===== config.mk =====
export PLATFORM = sky130hd
export DESIGN_NAME = bpa_div_cell
export DESIGN_NICKNAME = d
export VERILOG_FILES = /design/src/sv/bpa_pkg.sv /design/src/sv/bpa_div_cell.sv
export SDC_FILE = /design/constraint.sdc
export NUM_CORES = 1
export LEC_CHECK = 0
export BUFFER_PORTS_ARGS = -buffer_cell sky130_fd_sc_hd__buf_2
export CORE_AREA = 2 2 353 355
export DETAILED_ROUTE_END_ITERATION = 8
export DIE_AREA = 0 0 355 357
export PLACE_DENSITY = 0.45
export SETUP_SLACK_MARGIN = 0.02
export SLEW_MARGIN = 20
export SYNTH_ARGS = -nofsm -noshare
export SYNTH_HDL_FRONTEND = slang
export SYNTH_SLANG_ARGS = --single-unit

===== constraint.sdc =====
create_clock -name clk -period 1.07 [get_ports clk]
set_clock_uncertainty 0.15 [all_clocks]
set_input_delay 0.214 -clock clk [delete_from_list [all_inputs] [get_ports clk]]
set_output_delay 0.214 -clock clk [all_outputs]
set_load 0.005 [all_outputs]

===== src/sv/bpa_pkg.sv =====
// Shared types, widths and helpers for the barycentric projected-area block.
// Used by the channel interfaces, every module and the checker.
package bpa_pkg;

    localparam int COORD_BITS       = 24;
    localparam int WEIGHT_FRAC_BITS = 24;
    localparam int WEIGHT_BITS      = 32;
    localparam int DIFF_W = COORD_BITS + 1;
    localparam int PROD_W = 2 * DIFF_W;
    localparam int AREA_W = PROD_W + 1;
    localparam int MAG_W  = AREA_W - 1;
    localparam int DVD_W  = MAG_W + WEIGHT_FRAC_BITS;
    localparam int Q_W    = DVD_W + 1;
    localparam int WIDE_W = Q_W + 2;

    localparam logic [1:0] AXIS_X = 2'd0;
    localparam logic [1:0] AXIS_Y = 2'd1;
    localparam logic [1:0] AXIS_Z = 2'd2;

    typedef logic signed [COORD_BITS-1:0]  coord_t;
    typedef logic signed [DIFF_W-1:0]      diff_t;
    typedef logic signed [PROD_W-1:0]      prod_t;
    typedef logic signed [AREA_W-1:0]      area_t;
    typedef logic        [MAG_W-1:0]       mag_t;
    typedef logic signed [Q_W-1:0]         quot_t;
    typedef logic signed [WIDE_W-1:0]      wide_t;
    typedef logic signed [WEIGHT_BITS-1:0] weight_t;

    localparam wide_t W_HI  = wide_t'(2**(WEIGHT_BITS-1) - 1);
    localparam wide_t W_LO  = -W_HI - wide_t'(1);
    localparam wide_t W_ONE = wide_t'(2**WEIGHT_FRAC_BITS);

    typedef struct packed {
        diff_t x;
        diff_t y;
        diff_t z;
    } vec3_t;

    // state handed from one divider cell to the next
    typedef struct packed {
        logic             valid;
        logic             degen;
        logic             neg_u;
        logic             neg_v;
        mag_t             dmag;
        logic [DVD_W-1:0] nu;
        logic [DVD_W-1:0] nv;
        mag_t             ru;
        mag_t             rv;
        logic [DVD_W-1:0] qu;
        logic [DVD_W-1:0] qv;
    } div_t;

    function automatic diff_t dsub(coord_t a, coord_t b);
        dsub = diff_t'(a) - diff_t'(b);
    endfunction

    function automatic prod_t pmul(diff_t a, diff_t b);
        pmul = prod_t'(a) * prod_t'(b);
    endfunction

    function automatic diff_t pick(vec3_t v, logic [1:0] ax);
        unique case (ax)
            AXIS_X:  pick = v.x;
            AXIS_Y:  pick = v.y;
            default: pick = v.z;
        endcase
    endfunction

    function automatic mag_t amag(area_t a);
        amag = MAG_W'(a[AREA_W-1] ? -a : a);
    endfunction

endpackage


===== src/sv/bpa_div_cell.sv =====
// One restoring-division cell: produces one quotient bit of u and of v.
// Depends on bpa_pkg.
module bpa_div_cell (
    input  logic          clk,
    input  logic          rst_n,
    input  logic          adv,
    input  bpa_pkg::div_t din,
    output bpa_pkg::div_t dout
);
    import bpa_pkg::*;

    logic          valid_reg;
    div_t          pay_reg, pay_next;
    logic [MAG_W:0] tu, tv, su, sv, dext;
    logic          geu, gev;

    always_comb
    begin
        dext = {1'b0, din.dmag};
        tu   = {din.ru, din.nu[DVD_W-1]};
        tv   = {din.rv, din.nv[DVD_W-1]};
        su   = tu - dext;
        sv   = tv - dext;
        geu  = tu >= dext;
        gev  = tv >= dext;
        pay_next    = din;
        pay_next.nu = {din.nu[DVD_W-2:0], 1'b0};
        pay_next.nv = {din.nv[DVD_W-2:0], 1'b0};
        pay_next.ru = geu ? su[MAG_W-1:0] : tu[MAG_W-1:0];
        pay_next.rv = gev ? sv[MAG_W-1:0] : tv[MAG_W-1:0];
        pay_next.qu = {din.qu[DVD_W-2:0], geu};
        pay_next.qv = {din.qv[DVD_W-2:0], gev};
    end

    always_ff @(posedge clk or negedge rst_n)
    begin
        if (!rst_n)
            valid_reg <= 1'b0;
        else if (adv)
            valid_reg <= din.valid;
    end

    always_ff @(posedge clk)
    begin
        if (adv)
            pay_reg <= pay_next;
    end

    always_comb
    begin
        dout       = pay_reg;
        dout.valid = valid_reg;
    end

endmodule


---- After elaboration in Yosys (flattened, before gate mapping) ----
Index checks and enable logic that the tools add are counted.
operators by class
  add/sub/neg operators ................... 2
  magnitude comparators ................... 2
  mux-type cells .......................... 2
operator list
  operator        number
  $ge 51x50->1    2
  $mux 50         2
  $sub 50x50->50  2
storage, ports and cells
  flip-flop bits (word level) ............. 448
  input port bits ......................... 453
  output and inout port bits .............. 450

---- Longest topological paths before layout ----
Gate-level depths: netlist of run 1.
  depth in word-level cells ............... 2
  depth in mapped cells ................... 15
  gate-level depth less buffers ........... 13

---- Worst setup path after synthesis of run 1 ----
OpenSTA, ideal clock, no wires.
  kind .................................... input -> register
  start ................................... in din[397] in the netlist's numbering
  end ..................................... reg pay_reg, in the netlist dout[155], data pin
  arrival time ............................ 2865 ps
  required time ........................... 660 ps
  setup slack ............................. -2206 ps
  stages .................................. 14
  path buffers ............................ 2
  cell sequence ........................... inv_1 > ha_1 > nor2b_1 > o31a_1 > o41a_1 > o211ai_2 > a21o_2 > a21boi_2 > o31ai_4 > and2_1 > buf_6 > inv_4 > buf_6 > mux2_4
RTL lines
  what                    line                text
  start: declaration      bpa_div_cell.sv:7   input bpa_pkg::div_t din,
  end signal: assignment  bpa_div_cell.sv:46  pay_reg <= pay_next;
  end: declaration        bpa_div_cell.sv:13  div_t pay_reg, pay_next;

==> impl_metrics.json, run 1 <==
{
  "wl_per_cell_um": 24.16,
  "die_area_mm2": 0.1267,
  "failed_checks": "setup timing",
  "synth_fa_ha_area_frac": 0.06158,
  "yosysSeqAreaShare": 0.6413,
  "clk_pin_slew_ns": 0.06,
  "regArea_mm2": 0.01345,
  "synth_top_area_share": 0.6401,
  "status": "finished, violations left",
  "cp_max_fo": 8,
  "h-tree-depth": 2,
  "hold_viol": 0,
  "cap_violations": 0,
  "synth_area_leaders": "edfxtp_1 (64%), ha_1 (6.0%), a21oi_1 (2.7%)",
  "dp_slack_ns": -2.624,
  "start_kind": "input port",
  "synth_top_family_by_area": "compound AO/OA/AOI/OAI gates",
  "synthMuxAreaShare": 0.02697,
  "min_path_type": "in -> reg",
  "grt_pass1_vias": 22130,
  "yosys_warnings": 0,
  "dpl.hpwl_mm": 101.2,
  "drv_slew": 0,
  "drtPass1Iterations": 5,
  "clock.fmax_mhz": 381.3,
  "yosysTopAreaCell": "edfxtp_1",
  "ys_types": 75,
  "grt_setup_unrepaired": "true",
  "die_y_um": 357,
  "fp.dieW_um": 355,
  "synth_area_mm2": 0.02097,
  "layout_min_cycle_time_ns": 2.622,
  "cts_buffers": 57,
  "async_reset_ff_frac": 0.002232,
  "cts_tree": "built",
  "synth_ff_type": "edfxtp_1",
  "crit_slowest_cell": "o41a_1",
  "end_kind": "flip-flop",
  "largest_reg_flops": 447,
  "multi_input_area_mm2": 0.008707,
  "vias": 21220,
  "r2r-end": "valid_reg",
  "dp.cells": 4613,
  "worstPathArrival_ns": 2.85,
  "path_cells": "buf_8 > clkinvlp_4 > ha_4 > nor2b_4 > o31a_1 > o41a_1 > o211ai_2 > a21o_4 > a21boi_4 > o31ai_4 > and2_4 > inv_8 > buf_12 > mux2_4",
  "grt_pass1_wl_mm": 169.8,
  "hold_start": "adv",
  "drc": 0,
  "hold_depth": 3,
  "setup_slack_ns": -1.552,
  "core_area_mm2": 0.1230,
  "fin_nets": 4097,
  "min_period_over_period": 2.451,
  "layout-drive-gt1-share": 0.5223,
  "powerDensity_mw_per_mm2": 1401,
  "synth_xor_area_frac": 0.03216,
  "r2r_start": "valid_reg",
  "final_cells": 5245,
  "synth_area_per_cell_um2": 13.08,
  "postRouteAntennaNets": 0,
  "synth-edff-count": 447,
  "grt_max_degree": 29,
  "vias_per_cell": 4.045,
  "clk_latency_ns": 0.66,
  "yosys.area_share.simple": 0.08729,
  "routed_wl_mm": 126.7,
  "final_common_cell": "buf_2",
  "grt.total_usage": 0.1906,
  "numPortBuffers": 898,
  "leakage_nw": 17.83,
  "cp_data_required_time_ns": 1.30,
  "cts-root-buf": "clkbuf_16",
  "final_cell_mix": "buf_2 (776), buf_4 (503), dlygate4sd3_1 (454), edfxtp_1 (447), buf_6 (143)",
  "synth-seq-cells": 448,
  "syn_to_final_growth_pct": 97.53,
  "grt_antenna_before_repair": 55,
  "min_to": "dout[394]",
  "nFillCells": 12440,
  "holdWs_ns": 0.005122,
  "cts.sink_count": 448,
  "power.total_mw": 58.05,
  "r2r_cells": 1,
  "synth_compound_area_frac": 0.1236,
  "slew_headroom": 0.6581,
  "clockBufferDepth": 3,
  "r2r_setup_slack_ns": 0.19,
  "setup_viol": 643,
  "dpl-instance-area_mm2": 0.03162,
  "io_pins": 903,
  "vdd_drop_max_v": 0.001262,
  "initial_core_util": 0.1705,
  "place_congestion": 0.9003,
  "first_iter_violations": 1346,
  "utilization": 0.3368,
  "slowest_delay_ns": 0.39,
  "crit_type": "in -> reg",
  "fin_area_mm2": 0.04142,
  "fin_setup_tns_ns": -386.36,
  "worstMarginPinSlew_ns": 0.4999,
  "synth_cells": 1603,
  "overflow": 0,
  "core.rowCount": 129
}
-- area by class of cell --
class | count | share of cell area
inverters | 82 | 0.008881
multi-input cells | 1020 | 0.2102
clock inverters | 39 | 0.008911
well taps | 1637 | 0.04945
repair buffers | 1933 | 0.3609
clock buffers | 66 | 0.03576
flip-flops and latches | 448 | 0.3247
diodes | 20 | 0.001208
-- per-layer routing --
| layer | wire, um | up-vias | GRT usage |
|---|---|---|---|
| met4 | 4047 | 38 | 0.05169 |
| met3 | 9913 | 173 | 0.05607 |
| met2 | 63920 | 686 | 0.3442 |
| met1 | 48620 | 10320 | 0.2176 |
| met5 | 237 | - | 0 |
| li1 | - | 10000 | - |
-- where the power goes --
| part | switching (mW) | internal (mW) |
|---|---|---|
| registers | 0.736 | 21.4 |
| clock network | 8.37 | 11.1 |
| logic | 7.72 | 8.67 |
-- kinds of logic after synthesis --
kind of cell	after synthesis
and+or+nand+nor	388
muxes	41
xor gates and xnor gates	77
buffers and inverters	136
AOI/OAI and AO/OA	410
other	1
adders and majority gates	102
DFF	448
-- Yosys cell counts (3+ instances only) --
cell type	n
a2111oi_0	3
and2_1	12
ha_1	100
o21ai_0	111
nor3_1	23
xor2_1	29
a311oi_1	4
and3_1	14
clkbuf_1	40
edfxtp_1	447
or4_1	3
a31oi_1	12
buf_6	4
buf_4	4
o211ai_1	10
mux2_2	11
buf_2	5
nor4_1	11
o21ai_1	4
nand4_1	24
nand3_1	44
o31ai_1	20
a21o_1	50
xnor2_1	48
o31a_1	4
o22a_1	4
o21bai_1	14
and4_1	6
inv_1	81
nand2_1	140
a211oi_1	10
a21oi_1	112
o21a_1	15
nor2_1	82
nor3b_1	6
mux2_4	28
nand2b_1	4
a21boi_0	7
nor2b_1	8
a221oi_1	5
-- how the worst max path moves through the flow --
stage / startpoint / end / slack [ns] / cells after the start
detailed placement: din[422] / dout[244] / -2.62 / 17
global route: din[397] / dout[201] / -1.66 / 17
floorplan: din[397] / dout[184] / -2.16 / 14
global placement: din[422] / dout[201] / -2.66 / 17
finish: din[397] / dout[155] / -1.55 / 14
CTS: din[397] / dout[245] / -1.53 / 16
-- timing repair --
action                                  4_1_cts  5_1_grt
hold endpoints to repair                    578       95
buffers inserted                             46       11
cloned                                       13        0
endpoints found under the setup margin      550      600
pin swaps                                   100       57
resized for setup                           609      124
hold buffers                                453        4
-- critical path: cells and delay by family --
family | cells | cell delay [ns]
and+or+nand+nor | 2 | 0.35
adders and majority gates | 1 | 0.24
buffers and inverters | 4 | 0.45
AOI/OAI and AO/OA | 6 | 1.29
muxes | 1 | 0.29
Note: power is estimated with default switching activity, not from simulation.
==> run 2, diff against run 1 <==
--- a/config.mk
+++ b/config.mk
@@ -5,11 +5,15 @@
 export SDC_FILE = /design/constraint.sdc
 export NUM_CORES = 1
 export LEC_CHECK = 0
+export ABC_AREA = 1
 export BUFFER_PORTS_ARGS = -buffer_cell sky130_fd_sc_hd__buf_2
-export CORE_AREA = 2 2 353 355
+export CELL_PAD_IN_SITES_DETAIL_PLACEMENT = 1
+export CELL_PAD_IN_SITES_GLOBAL_PLACEMENT = 2
+export CORE_AREA = 2 2 348 350
 export DETAILED_ROUTE_END_ITERATION = 8
-export DIE_AREA = 0 0 355 357
-export PLACE_DENSITY = 0.45
+export DIE_AREA = 0 0 350 352
+export GPL_ROUTABILITY_DRIVEN = 0
+export PLACE_DENSITY = 0.69
 export SETUP_SLACK_MARGIN = 0.02
 export SLEW_MARGIN = 20
 export SYNTH_ARGS = -nofsm -noshare
==> run 2 against run 1 <==
The flow finishes with violations (hold timing, setup timing); via count is 27% higher; utilization is 5.4 points higher; sequential cell count stayed put; highest routed layer unchanged; critical endpoint is now dout[203]; register-to-register slack worse by 0.02 ns; largest cell class unchanged; sequential share of layout area is 3.6 points lower; cell count is 21% higher; die area is 2.8% lower; cell area is 13% higher; critical path type unchanged; first-iteration DRC count is 7.2% higher.
==> impl_metrics.json, run 2 <==
{
  "cp_data_required_time_ns": 1.33,
  "drc": 0,
  "first_iter_violations": 1443,
  "routed_wl_mm": 166.9,
  "synth-seq-cells": 448,
  "grt.total_usage": 0.2642,
  "clk_pin_slew_ns": 0.06,
  "layout_min_cycle_time_ns": 1.973,
  "grt_antenna_before_repair": 58,
  "syn_to_final_growth_pct": 93.60,
  "drtPass1Iterations": 5,
  "die_y_um": 352,
  "cap_violations": 0,
  "numPortBuffers": 898,
  "grt_pass1_vias": 29270,
  "powerDensity_mw_per_mm2": 1330,
  "slew_headroom": 0.5787,
  "r2r_cells": 1,
  "largest_reg_flops": 447,
  "cp-endpoint": "dout[203]",
  "slowest_delay_ns": 0.36,
  "vdd_drop_max_v": 0.001213,
  "ys_types": 41,
  "io_pins": 903,
  "synth_ff_type": "edfxtp_1",
  "overflow": 0,
  "synth_cells": 2664,
  "cp_max_fo": 7,
  "yosys_warnings": 0,
  "start_kind": "input port",
  "core.rowCount": 127,
  "cts-root-buf": "clkbuf_16",
  "r2r-end": "valid_reg",
  "final_common_cell": "buf_2",
  "hold_start": "din[148]",
  "fin_nets": 5208,
  "clk_latency_ns": 0.67,
  "h-tree-depth": 2,
  "dp_slack_ns": -1.787,
  "wl_per_cell_um": 26.37,
  "grt_pass1_wl_mm": 225.8,
  "drv_slew": 0,
  "yosysTopAreaCell": "edfxtp_1",
  "utilization": 0.3908,
  "fp.dieW_um": 350,
  "async_reset_ff_frac": 0.002232,
  "cts_tree": "built",
  "crit_slowest_cell": "ha_4",
  "leakage_nw": 21.89,
  "synth_top_area_share": 0.5572,
  "status": "finished, violations left",
  "postRouteAntennaNets": 0,
  "synth_area_mm2": 0.02409,
  "hold_depth": 4,
  "failed_checks": "hold timing, setup timing",
  "setup_viol": 886,
  "core_area_mm2": 0.1193,
  "grt_setup_unrepaired": "true",
  "clock.fmax_mhz": 506.9,
  "synth_area_per_cell_um2": 9.043,
  "initial_core_util": 0.2019,
  "final_cell_mix": "buf_2 (738), nand2_1 (697), buf_4 (518), dlygate4sd3_1 (450), edfxtp_1 (447)",
  "worstPathArrival_ns": 2.23,
  "end_kind": "flip-flop",
  "cp-startpoint": "din[417]",
  "die_area_mm2": 0.1232,
  "hold_viol": 28,
  "grt_max_degree": 35,
  "power.total_mw": 62.05,
  "yosysSeqAreaShare": 0.5582,
  "yosys-top-cells-count": "nand2_1 (902), inv_1 (499), edfxtp_1 (447)",
  "setup_slack_ns": -0.9028,
  "dpl.hpwl_mm": 133.9,
  "worstMarginPinSlew_ns": 0.6298,
  "min_path_type": "in -> reg",
  "synth-edff-count": 447,
  "r2r_setup_slack_ns": 0.17,
  "synth_area_leaders": "edfxtp_1 (56%), nand2_1 (14%), inv_1 (7.8%)",
  "cts_buffers": 56,
  "dpl-instance-area_mm2": 0.03522,
  "min_period_over_period": 1.844,
  "vias": 26950,
  "fin_area_mm2": 0.04664,
  "vias_per_cell": 4.257,
  "r2r_start": "valid_reg",
  "cts.sink_count": 448,
  "path_cells": "buf_4 > clkinvlp_4 > ha_4 > nand2_1 > nor2_1 > nand2_1 > inv_2 > nand2_2 > inv_2 > nand4_4 > nand3_4 > buf_6 > buf_8 > buf_12 > o21ai_1",
  "clockBufferDepth": 3,
  "layout-drive-gt1-share": 0.4772,
  "crit_type": "in -> reg",
  "yosysMostFrequentCell": "nand2_1",
  "holdWs_ns": -0.05470
}
## run 2: cell types whose count changed in the layout (fill, tap and decap cells not counted), sizes merged, moves of 54 or more
cell and change:
nand2 +772, inv +454, nor2 +117, nand3 +70, o21ai -55, a21oi -54
## run 2: report_power, final
| group | internal, mW | total [mW] | switching [mW] |
|---|---|---|---|
| sequential | 21.4 | 22.2 | 0.877 |
| clock | 12.4 | 21.2 | 8.82 |
| combinational | 8.80 | 18.6 | 9.80 |
| total | 42.5 | 62.0 | 19.5 |
## run 2: how the worst min path moves through the flow
stage | to | slack (ns)
floorplan | valid_reg | -0.23
global placement | valid_reg | -0.11
detailed placement | valid_reg | -0.11
CTS | dout[148] | -0.27
global route | dout[149] | -0.06
finish | dout[149] | -0.05
## run 2: per-stage QoR
stage	hold slack [ns]	instances	setup TNS, ns
after floorplan	-0.2316	2665	-103.10
after global placement	-0.1123	5642	-230.57
after detailed placement	-0.1147	5642	-233.67
after CTS	-0.2666	6292	-451.29
after global routing	-0.05612	6321	-468.11
final	-0.05470	6330	-450.35
## run 2: layout make-up
cell class,instances,area (um^2)
Timing Repair Buffer,1961,15690
Clock inverter,39,555.5
Antenna cell,20,50.05
Tap cell,1612,2017
Clock buffer,64,1461
Inverter,541,2123
Sequential cell,448,13450
Fill cell,13690,72700
Multi-Input combinational cell,1645,11300
## run 2: critical path: cells and delay by family
kind | cells | cell delay [ns]
AO/OA/AOI/OAI | 1 | 0.08
buffers and inverters | 7 | 0.85
adder cells (fa/ha/maj) | 1 | 0.36
AND/OR/NAND/NOR | 6 | 0.73
## run 2: repair_timing
action | in CTS | in global routing
hold buffers | 449 | 1
gates cloned | 17 | 2
gates resized for setup | 783 | 242
pin swaps | 104 | 102
setup endpoints to repair | 550 | 886
hold endpoints to repair | 489 | 40
buffers inserted | 85 | 24
## run 2: kinds of logic after synthesis
group	synth area share
AOI/OAI and AO/OA	0.03090
xor gates and xnor gates	0.02072
and+or+nand+nor	0.2421
DFF	0.5582
other	0.0001557
buffers and inverters	0.09385
muxes	0.0004674
adders and majority gates	0.05360
## run 2: metal layers
metal	track usage	vias to the layer above	wire length (um)
li1	-	12530	-
met4	0.09914	24	7725
met2	0.5139	829	90630
met5	0	-	161
met3	0.04885	271	8908
met1	0.2760	13290	59480
==> run 3, diff against run 2 <==
--- a/config.mk
+++ b/config.mk
@@ -13,6 +13,7 @@
 export DETAILED_ROUTE_END_ITERATION = 8
 export DIE_AREA = 0 0 350 352
 export GPL_ROUTABILITY_DRIVEN = 0
+export GPL_TIMING_DRIVEN = 0
 export PLACE_DENSITY = 0.69
 export SETUP_SLACK_MARGIN = 0.02
 export SLEW_MARGIN = 20
==> run 3 against run 2 <==
The run still ends with hold timing, setup timing left; sequential share of layout area is 4.0 points higher; fmax is 4.9% lower; wire length down 5.8%; cell area is 12% lower; worst setup slack got worse by 0.10 ns; sequential cell count unchanged; total power is 8.8% lower; via count decreased by 8.6%; register-to-register slack barely moved; clock-buffer cell count increased by 2; global-route usage is 1.7 points lower; non-clock buffer count is 475 lower.
==> impl_metrics.json, run 3 (synthesized netlist as in run 2, its figures left out) <==
{
  "status": "finished, violations left",
  "failed_checks": "hold timing, setup timing",
  "grt_use_met2": 0.4735,
  "final_common_cell": "buf_2",
  "leakage_nw": 18.75,
  "powerDensity_mw_per_mm2": 1382,
  "grt.total_usage": 0.2473,
  "grt_max_degree": 94,
  "wl_per_cell_um": 26.84,
  "r2r_setup_slack_ns": 0.16,
  "path_cells": "buf_4 > clkinvlp_4 > buf_12 > ha_4 > nand2_2 > nand2_2 > a21oi_4 > nand2_4 > nand2_2 > nand2_2 > a21oi_4 > nand3_4 > buf_12 > clkbuf_16 > nand3_4 > nand2_1",
  "core_area_mm2": 0.1193,
  "cts_buffers": 57,
  "crit_path_frequent_cell": "nand2_2",
  "numPortBuffers": 898,
  "regArea_mm2": 0.01345,
  "clk_pin_slew_ns": 0.07,
  "gr-usage-met1": 0.2655,
  "min_period_over_period": 1.938,
  "io_pins": 903,
  "routed_wl_mm": 157.2,
  "p_int_mw": 38.47,
  "initial_core_util": 0.2019,
  "crit_slowest_cell": "ha_4",
  "drv_slew": 0,
  "h-tree-depth": 2,
  "drc": 0,
  "vias": 24620,
  "drtPass1Iterations": 5,
  "layout-drive-gt1-share": 0.3862,
  "vias_per_cell": 4.203,
  "vdd_drop_max_v": 0.001283,
  "cts_tree": "built",
  "postRouteAntennaNets": 0,
  "core.rowCount": 127,
  "path_depth": 16,
  "pwr-share-comb": 0.271,
  "p_clk_frac": 0.341,
  "layout_min_cycle_time_ns": 2.074,
  "clock.fmax_mhz": 482.2,
  "clockBufferDepth": 3,
  "overflow": 0,
  "clk_latency_ns": 0.65,
  "nFillCells": 13870,
  "crit_type": "in -> reg",
  "largest_reg_flops": 447,
  "die_area_mm2": 0.1232,
  "cp_top_family": "buffers and inverters",
  "fin_area_mm2": 0.04092,
  "end_kind": "flip-flop",
  "dpl-instance-area_mm2": 0.03141,
  "grt_setup_unrepaired": "true",
  "fin_nets": 4734,
  "cp-endpoint": "dout[240]",
  "die_y_um": 352,
  "setup_viol": 788,
  "dpl.hpwl_mm": 129.4,
  "slowest_delay_ns": 0.24,
  "holdWs_ns": -0.2627,
  "start_kind": "input port",
  "busiest_layer": "met2",
  "grt_pass1_wl_mm": 209.6,
  "use_met3": 0.05001,
  "first_iter_violations": 1345,
  "p_sw_frac": 0.3200,
  "worstPathArrival_ns": 2.32,
  "cap_violations": 0,
  "grt_antenna_before_repair": 70,
  "cp_data_required_time_ns": 1.32,
  "p_switching_mw": 18.10,
  "slew_headroom": 0.5951,
  "cts.sink_count": 448,
  "min_path_type": "in -> reg",
  "final_cell_mix": "buf_2 (867), nand2_1 (739), inv_1 (448), dlygate4sd3_1 (448), edfxtp_1 (447)",
  "cp_max_fo": 6,
  "cp-startpoint": "din[422]",
  "dp.cells": 5180,
  "path_buf_inv": 5,
  "hold_viol": 23,
  "r2r_cells": 1,
  "worstMarginPinSlew_ns": 0.6074,
  "final_cells": 5858,
  "r2r-end": "valid_reg",
  "multi_input_area_mm2": 0.01075,
  "cts-root-buf": "clkbuf_16",
  "setup_slack_ns": -1.004,
  "grt_pass1_vias": 26050,
  "syn_to_final_growth_pct": 69.85,
  "r2r_start": "valid_reg",
  "power_frac_seq": 0.388,
  "fp.dieW_um": 350
}
## run 3: changes by cell type in the layout (fill, tap and decap cells not counted), moves of 14 or more
cell / delta
o21ai_2: -18
nand2_2: -27
buf_4: -419
o21ai_0: +27
nand3_2: -17
nand2_4: -14
buf_12: -33
inv_4: -14
buf_6: -148
nand2_1: +42
nor2_2: -22
nor2_1: +31
buf_2: +129
## run 3: final cells by class
cell class              count  area share
multi-input cells        1645      0.2627
plain buffers              30    0.009204
repair buffers           1456      0.2533
diodes                     23    0.001407
well taps                1612     0.04929
clock inverters            37    0.008256
clock buffers              66     0.03568
inverters                 541     0.05155
flip-flops and latches    448      0.3287
## run 3: worst min-delay path by stage
stage,from,end,slack [ns],cells past startpoint
2_1_floorplan,rst_n,valid_reg,-0.23,0
3_5_place_dp,rst_n,valid_reg,-0.11,1
6_report,adv,dout[111],-0.26,1
3_3_place_gp,rst_n,valid_reg,-0.11,1
5_1_grt,adv,dout[111],-0.28,1
4_1_cts,adv,dout[284],-0.31,1
## run 3: metal layers
layer / up-vias / wire [um]
met2: 732 / 84490
li1: 11590 / -
met5: - / 186
met4: 28 / 6318
met3: 237 / 8589
met1: 12040 / 57640
## run 3: power groups by stage
| stage | Clock (mW) | Sequential [mW] | Combinational, mW |
|---|---|---|---|
| after floorplan | 0 | 22.4 | 4.76 |
| after global placement | 0 | 22.5 | 11.6 |
| after detailed placement | 0 | 22.3 | 11.8 |
| after CTS | 19.8 | 21.9 | 14.2 |
| after global routing | 20.5 | 22.1 | 16.5 |
| final | 19.3 | 21.9 | 15.3 |
## run 3: timing repair
item / 4_1_cts / 5_1_grt
cloned: 2 / 6
gates resized for setup: 252 / 336
hold buffers: 447 / 1
buffers inserted: 50 / 47
pin swaps: 40 / 89
setup endpoints to repair: 803 / 803
endpoints found under the hold margin: 468 / 24
## run 3: per-stage QoR
step,utilization,power (mW),worst slack [ns],hold slack [ns],TNS [ns]
floorplan,-,27.13,-1.058,-0.2316,-103.10
global placement,0.2619,34.14,-8.152,-0.1130,-3683.57
detailed placement,0.2632,34.04,-2.384,-0.1122,-539.92
CTS,0.3274,55.99,-1.027,-0.3058,-389.57
global route,0.3427,59.04,-1.054,-0.2834,-420.54
finish,0.3429,56.57,-1.004,-0.2627,-379.59
